File: config.mk
export PLATFORM = sky130hd
export DESIGN_NAME = app_slot_table
export DESIGN_NICKNAME = d
export VERILOG_FILES = /design/src/hw/rtl/ast_pkg.sv /design/src/hw/rtl/ast_cell.sv /design/src/hw/rtl/app_slot_table.sv
export SDC_FILE = /design/constraint.sdc
export NUM_CORES = 2
export LEC_CHECK = 0
export BUFFER_PORTS_ARGS = -buffer_cell sky130_fd_sc_hd__buf_2
export CORE_UTILIZATION = 25
export CTS_BUF_LIST = sky130_fd_sc_hd__clkbuf_4 sky130_fd_sc_hd__clkbuf_8
export CTS_CLUSTER_SIZE = 30
export DETAILED_ROUTE_END_ITERATION = 8
export GPL_TIMING_DRIVEN = 0
export PLACE_DENSITY = 0.45
export SYNTH_ARGS = -nofsm -noshare
export SYNTH_HDL_FRONTEND = slang
export SYNTH_SLANG_ARGS = --single-unit
File: constraint.sdc
create_clock -name i_clk -period 1.9 [get_ports i_clk]
set_clock_uncertainty 0.2 [all_clocks]
set_input_delay 0.38 -clock i_clk [delete_from_list [all_inputs] [get_ports i_clk]]
set_output_delay 0.38 -clock i_clk [all_outputs]
set_load 0.01 [all_outputs]
File: src/hw/rtl/ast_pkg.sv
// Package for the application slot table: command and status codes, and the
// token that travels along the row of slot cells.
// No dependencies; used by ast_cell and app_slot_table.
`timescale 1ns / 1ps
`default_nettype none

package ast_pkg;

    // Default number of slots in the table.
    localparam int SLOTS_DEF = 16;

    // Field widths of one command.
    localparam int ID_W   = 31;
    localparam int ADDR_W = 32;

    // Width of the slot field of a result.
    localparam int SLOT_OUT_W = 4;

    // Command codes.
    localparam logic CMD_REGISTER = 1'b0;
    localparam logic CMD_REMOVE   = 1'b1;

    // Status codes of a result.
    localparam logic [1:0] ST_OK        = 2'd0;
    localparam logic [1:0] ST_FULL      = 2'd1;
    localparam logic [1:0] ST_NOT_FOUND = 2'd2;

    // A command on its way along the row, with a mark set once a cell has
    // taken it.
    typedef struct packed {
        logic              valid;
        logic              cmd;
        logic [ID_W-1:0]   app_id;
        logic              on_hardware;
        logic [ADDR_W-1:0] state_addr;
        logic [ADDR_W-1:0] log_addr;
        logic              new_alive;
        logic              hit;
    } t_token;

endpackage

`default_nettype wire

File: src/hw/rtl/ast_cell.sv
// One slot of the application slot table: holds the slot's fields and acts on
// the command token passing through, then hands the token to the next cell.
// Depends on ast_pkg.
`timescale 1ns / 1ps
`default_nettype none

module ast_cell
    import ast_pkg::*;
#(
    parameter int SLOT_W = 4,
    parameter int INDEX  = 0
) (
    input  wire logic              i_clk,
    input  wire logic              i_rst_n,
    input  wire logic              i_en,
    input  wire t_token            i_tok,
    input  wire logic [SLOT_W-1:0] i_found,
    output t_token                 o_tok,
    output logic [SLOT_W-1:0]      o_found
);

    // Slot contents.
    logic [ID_W-1:0]   r_id;
    logic              r_on_hw;
    logic [ADDR_W-1:0] r_state_addr;
    logic [ADDR_W-1:0] r_log_addr;
    logic              r_alive;

    // Token register towards the next cell.
    t_token            r_tok;
    t_token            n_tok;
    logic [SLOT_W-1:0] r_found;
    logic [SLOT_W-1:0] n_found;

    logic w_match;
    logic w_take;

    // A register command wants a free slot; a remove wants an equal id.
    always_comb begin
        if (i_tok.cmd == CMD_REGISTER) begin
            w_match = !r_alive;
        end else begin
            w_match = (r_id == i_tok.app_id);
        end
    end

    // Only the first matching cell along the row takes the command.
    assign w_take = i_en && i_tok.valid && !i_tok.hit && w_match;

    always_comb begin
        n_tok   = i_tok;
        n_found = i_found;
        if (w_take) begin
            n_tok.hit = 1'b1;
            n_found   = SLOT_W'(INDEX);
        end
    end

    // Slot storage update.
    always_ff @(posedge i_clk) begin
        if (!i_rst_n) begin
            r_id         <= '0;
            r_on_hw      <= 1'b0;
            r_state_addr <= '0;
            r_log_addr   <= '0;
            r_alive      <= 1'b0;
        end else if (w_take) begin
            if (i_tok.cmd == CMD_REGISTER) begin
                r_id         <= i_tok.app_id;
                r_on_hw      <= i_tok.on_hardware;
                r_state_addr <= i_tok.state_addr;
                r_log_addr   <= i_tok.log_addr;
                r_alive      <= i_tok.new_alive;
            end else begin
                r_alive <= 1'b0;
            end
        end
    end

    // Token hand-over; the whole row holds while the result cannot leave.
    always_ff @(posedge i_clk) begin
        if (!i_rst_n) begin
            r_tok   <= '0;
            r_found <= '0;
        end else if (i_en) begin
            r_tok   <= n_tok;
            r_found <= n_found;
        end
    end

    assign o_tok   = r_tok;
    assign o_found = r_found;

endmodule

`default_nettype wire

File: src/hw/rtl/app_slot_table.sv
// Application slot table: a row of SLOTS slot cells through which each command
// travels one cell per clock while no result waits at the end of the row. The
// lowest free slot takes a register command, and the lowest slot holding the id
// takes a remove command; the result is presented from the output register, and
// a new command is taken only once the last one has left the row for that
// register. A waiting result sits in the output register while the next command
// walks the row. All slots are clear after reset. Depends on ast_pkg and
// ast_cell.
`timescale 1ns / 1ps
`default_nettype none

module app_slot_table
    import ast_pkg::*;
#(
    parameter int SLOTS = SLOTS_DEF
) (
    input  wire logic                  i_clk,
    input  wire logic                  i_rst_n,
    input  wire logic                  i_valid,
    output logic                       o_ready,
    input  wire logic                  i_cmd,
    input  wire logic [ID_W-1:0]       i_app_id,
    input  wire logic                  i_on_hardware,
    input  wire logic [ADDR_W-1:0]     i_state_addr,
    input  wire logic [ADDR_W-1:0]     i_log_addr,
    input  wire logic                  i_new_alive,
    output logic                       o_valid,
    input  wire logic                  i_ready,
    output logic [1:0]                 o_status,
    output logic [SLOT_OUT_W-1:0]      o_slot
);

    localparam int SLOT_W = (SLOTS > 1) ? $clog2(SLOTS) : 1;

    t_token            w_tok   [0:SLOTS];
    logic [SLOT_W-1:0] w_found [0:SLOTS];
    logic [SLOTS-1:0]  w_vld;

    logic r_busy;
    logic r_out_valid;
    logic [1:0] r_status;
    logic [SLOT_OUT_W-1:0] r_slot;

    logic w_accept;
    logic w_move;
    logic w_en;
    t_token w_last;
    t_token w_head;

    // Command enters the first cell on the transfer itself.
    assign o_ready  = !r_busy;
    assign w_accept = i_valid && o_ready;

    always_comb begin
        w_head.valid       = w_accept;
        w_head.cmd         = i_cmd;
        w_head.app_id      = i_app_id;
        w_head.on_hardware = i_on_hardware;
        w_head.state_addr  = i_state_addr;
        w_head.log_addr    = i_log_addr;
        w_head.new_alive   = i_new_alive;
        w_head.hit         = 1'b0;
    end
    assign w_tok[0]   = w_head;
    assign w_found[0] = '0;

    // The row of slot cells.
    for (genvar g = 0; g < SLOTS; g++) begin : g_cell
        ast_cell #(
            .SLOT_W (SLOT_W),
            .INDEX  (g)
        ) u_cell (
            .i_clk   (i_clk),
            .i_rst_n (i_rst_n),
            .i_en    (w_en),
            .i_tok   (w_tok[g]),
            .i_found (w_found[g]),
            .o_tok   (w_tok[g+1]),
            .o_found (w_found[g+1])
        );
        assign w_vld[g] = w_tok[g+1].valid;
    end

    // The token leaves the last cell once the output register is free.
    assign w_last = w_tok[SLOTS];
    assign w_move = w_last.valid && (!r_out_valid || i_ready);
    assign w_en   = !w_last.valid || w_move;

    // One command in the row at a time.
    always_ff @(posedge i_clk) begin
        if (!i_rst_n) begin
            r_busy <= 1'b0;
        end else if (w_accept) begin
            r_busy <= 1'b1;
        end else if (w_move) begin
            r_busy <= 1'b0;
        end
    end

    // Output register.
    always_ff @(posedge i_clk) begin
        if (!i_rst_n) begin
            r_out_valid <= 1'b0;
        end else if (w_move) begin
            r_out_valid <= 1'b1;
        end else if (i_ready) begin
            r_out_valid <= 1'b0;
        end
    end

    always_ff @(posedge i_clk) begin
        if (w_move) begin
            if (w_last.hit) begin
                r_status <= ST_OK;
                r_slot   <= SLOT_OUT_W'(w_found[SLOTS]);
            end else begin
                r_status <= (w_last.cmd == CMD_REMOVE) ? ST_NOT_FOUND : ST_FULL;
                r_slot   <= '0;
            end
        end
    end

    assign o_valid  = r_out_valid;
    assign o_status = r_status;
    assign o_slot   = r_slot;

`ifndef SYNTH
    // Never more than one command walking the row.
    a_one_token: assert property (@(posedge i_clk) disable iff (!i_rst_n)
        $countones(w_vld) <= 1)
        else $error("more than one command in the slot row");

    // The busy flag tracks exactly whether the row holds a command.
    a_busy_track: assert property (@(posedge i_clk) disable iff (!i_rst_n)
        r_busy == (w_vld != '0))
        else $error("busy flag disagrees with the slot row");

    // A new command is only taken into an empty row.
    a_accept_empty: assert property (@(posedge i_clk) disable iff (!i_rst_n)
        w_accept |-> (w_vld == '0))
        else $error("command taken while the row was busy");

    // A failed command reports slot zero.
    a_fail_slot: assert property (@(posedge i_clk) disable iff (!i_rst_n)
        (o_valid && o_status != ST_OK) |-> (o_slot == '0))
        else $error("failed command reports a non-zero slot");
`endif

endmodule

`default_nettype wire

==> run summary <==
Input and output buffers added on the ports amount to 44. Along the worst path, the maximum fanout reaches 6. Max-cap violations in this run came to 0. The family with the most delay on the worst path is simple AND/OR/NAND/NOR gates.

For the number of global-route vias before repair, the log shows 36400. The ratio of final minimum period to clock period works out to 114%. The clock passes through at most 3 buffers. The run gives 1097 as the number of sinks handled by clock tree synthesis. The worst reg-to-reg path cell count is 8, and the async set-or-reset flop fraction in the synthesized netlist is 0%.

The placed instances occupy a cell area of 47000 sq um. The logs give -0.27 ns for the worst setup slack for register-to-register paths and 2121 for the violation count after the first detailed-route iteration. Setup repair after global routing could not meet its margin everywhere.

TritonCTS built the clock tree. Via density per instance: 4.54. The final layout net count is 5927. The count of unresolved DRC violations after routing was 0. The class of the tightest hold or removal check was in -> reg. The first global-routing pass estimated 225000 um of wire. The logs give 5 for the total iterations of the first detailed-routing run and 197 for the number of buffers inserted during clock tree synthesis. Counting buffers and inverters, the worst setup path is 8 cells deep. Relative to the synthesized area, the layout overhead comes to 34.5%.

Detailed routing inserted a total of 37700 vias. The worst-margin pin slew is 1.04 ns. Dividing the detail-routed wire length by the instance count gives 18.2 um. In this run the critical register-to-register path is captured at g_cell[8].u_cell.o_found[1].

In the synthesized netlist, the cells that appear most often are 1732 x sky130_fd_sc_hd__nand2_1, 1091 x sky130_fd_sc_hd__dfxtp_1, 903 x sky130_fd_sc_hd__a21oi_1. Counting the fill cells in the layout gives 18200. The region available for standard cell placement spans 174000 sq um.

Summing every instance area after synthesis gives 43900 sq um. Post-synthesis sequential element count: 1097. The unique cell type count in the Yosys netlist was 52; the clock input transition at the sequential cells of the worst setup and hold paths was 0.06 ns. The worst setup path is captured at a flip-flop. The most used flip-flop cell after synthesis is sky130_fd_sc_hd__dfxtp_1. The worst-case headroom to the max-slew limit was 30.7%. For the total routing usage reported by global routing, the log shows 16.6%. Yosys attributes the largest share of cell area to sky130_fd_sc_hd__dfxtp_1 50%, sky130_fd_sc_hd__nand2_1 15%, sky130_fd_sc_hd__a21oi_1 10%. In this run the mean area of a mapped cell was 8.20 sq um. The clock period minus final worst setup slack works out to 2.17 ns.

During I/O placement, the number of pins put on the boundary was 110. The startpoint identified for the worst register-to-register timing path is o_valid. Entering global routing, the biggest net connects 17 pins. The most critical setup path has its startpoint at o_valid. The die area was 177000 sq um; the combined area of the multi-input logic cells was 23000 sq um. The run finished, with violations left. The kind of critical path was reg -> reg. The power density relative to cell area was 824 nW/um^2. The number of rows in the core area is 153. Derived from the worst setup path, the maximum achievable clock frequency is 0.461 GHz. In this design, the critical path's most frequently occurring cell is sky130_fd_sc_hd__buf_6.

For the standby leakage power, the log shows 0.0211 uW. The critical path goes through nand3b_1, buf_6, buf_6, nand4b_1, or4_4, nor3_4, buf_12, o22ai_2. The slack of the critical path is -0.268 ns.

The footprint of the flip-flops and latches is 22100 sq um, and the area share of the largest cell type after synthesis is 49.8%. Final-report hold violation count: 0. The die is 421 um wide.

The number of synthesized flops with an enable pin works out to 6. The synthesized instance count was 5351; the maximum single-stage delay on the critical path was 0.50 ns. For the worst-skew pair, the clock arrives at the later sink with an insertion delay of 0.92 ns. The run gives 151000 um as the overall routed net length. The fraction of final layout cells with drive strength greater than 1 is 24.5%, and the number of antenna violations at the first check in global routing is 2. Final hold analysis gives a worst-case slack of 0.113 ns. The critical path ends at g_cell[8].u_cell.o_found[1]. The worst-case IR drop observed on VDD is 0.588 mV. Sequential cells were found to cover 50.2% of the synthesized design area. The vertical extent of the die is 421 um. The clock tree synthesis step divided the H-tree into 4 levels. The launching element type of the critical path was a flip-flop. The post-synth net total is 5453, and the total count of max-transition violations in the final report is 0.

The run gives 786 as the setup violation total in the final timing report. At the worst endpoint, the required time is 2.48 ns. By instance count, the leading cell after synthesis is sky130_fd_sc_hd__nand2_1.

At the worst endpoint, the arrival time is 2.75 ns. During synthesis, Yosys emitted a total of 0 warnings. The final reports fail on negative setup slack. The run gives 0 as the final global-route overflow total. Once layout is done, the placed cells without fillers occupy 59000 sq um. The slowest stage of the critical path belongs to the cell sky130_fd_sc_hd__or4_4. The detail route stage leaves a number of antenna-violating nets equal to 0.

The logs give 104000 um for the estimated wirelength of the detail-placed design and 25.2% for the initial core utilization. The congestion estimate from routability-driven global placement came to 0.821. The synthesized design spends more area on one cell type than any other, namely sky130_fd_sc_hd__dfxtp_1. The master cell of the clock root buffer is sky130_fd_sc_hd__clkbuf_8. Together, buffers and inverters on the worst path number 3.
worst min-delay path by stage:
stage                               start  depth (start not counted)                         end  slack, ns
2_1_floorplan  g_cell[14].u_cell.o_tok[1]                          2  g_cell[14].u_cell.o_tok[1]       0.23
3_3_place_gp   g_cell[14].u_cell.o_tok[1]                          2  g_cell[14].u_cell.o_tok[1]       0.24
3_5_place_dp   g_cell[14].u_cell.o_tok[1]                          2  g_cell[14].u_cell.o_tok[1]       0.25
4_1_cts                       i_app_id[7]                          4  g_cell[0].u_cell.o_tok[74]       0.03
5_1_grt                       i_app_id[7]                          4  g_cell[0].u_cell.o_tok[74]       0.06
6_report                      i_app_id[7]                          4  g_cell[0].u_cell.o_tok[74]       0.11
area by class of cell:
type / count / share of cell area [%]
Multi-Input combinational cell: 3896 / 39.0
Sequential cell: 1097 / 37.5
Clock buffer: 320 / 6.63
Timing Repair Buffer: 288 / 6.27
Buffer: 334 / 5.16
Tap cell: 2325 / 4.93
Clock inverter: 31 / 0.426
Inverter: 11 / 0.0784
Antenna cell: 1 / 0.00424
where the power goes:
| part | internal [uW] | leakage [uW] | switching [uW] |
|---|---|---|---|
| sequential | 23200 | 0.00891 | 244 |
| clock | 13100 | 0.00223 | 10300 |
| combinational | 633 | 0.0100 | 1140 |
cell families after synthesis:
family | after synthesis | share of synthesized area (%)
flip-flops | 1097 | 50.2
XOR/XNOR | 496 | 9.90
buffers and inverters | 358 | 3.43
multiplexers | 155 | 3.54
AND/OR/NAND/NOR | 2241 | 21.0
AO/OA/AOI/OAI | 1004 | 11.9
metrics by stage:
step                      util, %  std cells  TNS (ns)  total power [uW]  worst slack (ns)
after floorplan                 -       5351         0             24700           0.00914
after global placement       27.0       7720  -1119.94             25300             -1.41
after detailed placement     27.0       7721  -1137.06             25300             -1.43
after CTS                    32.2       8220   -110.01             49100            -0.337
after global routing         33.9       8303   -127.44             50400            -0.299
final                        33.9       8303    -75.16             48600            -0.268
worst min-delay path, cell delays in order:
cell and delay (ns):
sky130_fd_sc_hd__dlygate4sd3_1 0.52, sky130_fd_sc_hd__buf_2 0.15, sky130_fd_sc_hd__nand2_1 0.06, sky130_fd_sc_hd__a21oi_1 0.05
state kept, by name (all words and copies together) (netlist names):
signal,flops
g_cell.u_cell.o_found,49
r_busy,1
o_valid,1
g_cell.u_cell.r_id,496
g_cell.u_cell.r_alive,16
o_status,2
o_slot,4
g_cell.u_cell.o_tok,528
layer usage:
metal / GRT usage (%) / share of wire (%) / vias to the layer above
met5: 0 / 0 / -
met4: 5.15 / 2.3 / 0
met3: 2.31 / 3.8 / 207
met2: 26.7 / 46 / 684
met1: 22.9 / 47 / 18100
li1: - / - / 18700
layout by cell type, fill, tap and decap left out, types with 19 or more instances in the layout:
cell type / count
sky130_fd_sc_hd__a21oi_2: 200
sky130_fd_sc_hd__xnor2_1: 340
sky130_fd_sc_hd__dfxtp_1: 1005
sky130_fd_sc_hd__nor2_1: 202
sky130_fd_sc_hd__a21oi_1: 703
sky130_fd_sc_hd__nor4_1: 19
sky130_fd_sc_hd__dfxtp_2: 79
sky130_fd_sc_hd__nand4_1: 96
sky130_fd_sc_hd__buf_4: 87
sky130_fd_sc_hd__nor4_4: 20
sky130_fd_sc_hd__nand2_4: 115
sky130_fd_sc_hd__buf_12: 47
sky130_fd_sc_hd__buf_8: 43
sky130_fd_sc_hd__o21ai_0: 33
sky130_fd_sc_hd__buf_2: 65
sky130_fd_sc_hd__clkbuf_8: 272
sky130_fd_sc_hd__clkbuf_4: 89
sky130_fd_sc_hd__clkbuf_16: 34
sky130_fd_sc_hd__mux2i_1: 152
sky130_fd_sc_hd__buf_6: 80
sky130_fd_sc_hd__nand2b_1: 22
sky130_fd_sc_hd__xor2_1: 145
sky130_fd_sc_hd__dlygate4sd3_1: 36
sky130_fd_sc_hd__clkbuf_1: 122
sky130_fd_sc_hd__clkbuf_2: 33
sky130_fd_sc_hd__buf_16: 32
sky130_fd_sc_hd__nand2_2: 138
sky130_fd_sc_hd__nand3_1: 24
sky130_fd_sc_hd__nor3_1: 41
sky130_fd_sc_hd__nand2_1: 1479
what timing repair did:
action	in CTS	in global routing
gates resized for setup	832	639
pin swaps	284	159
hold buffers	36	0
gates cloned	47	27
endpoints found under the hold margin	76	0
endpoints found under the setup margin	1092	1085
buffers inserted	76	62
No activity file was read; power rests on OpenSTA's default activity.
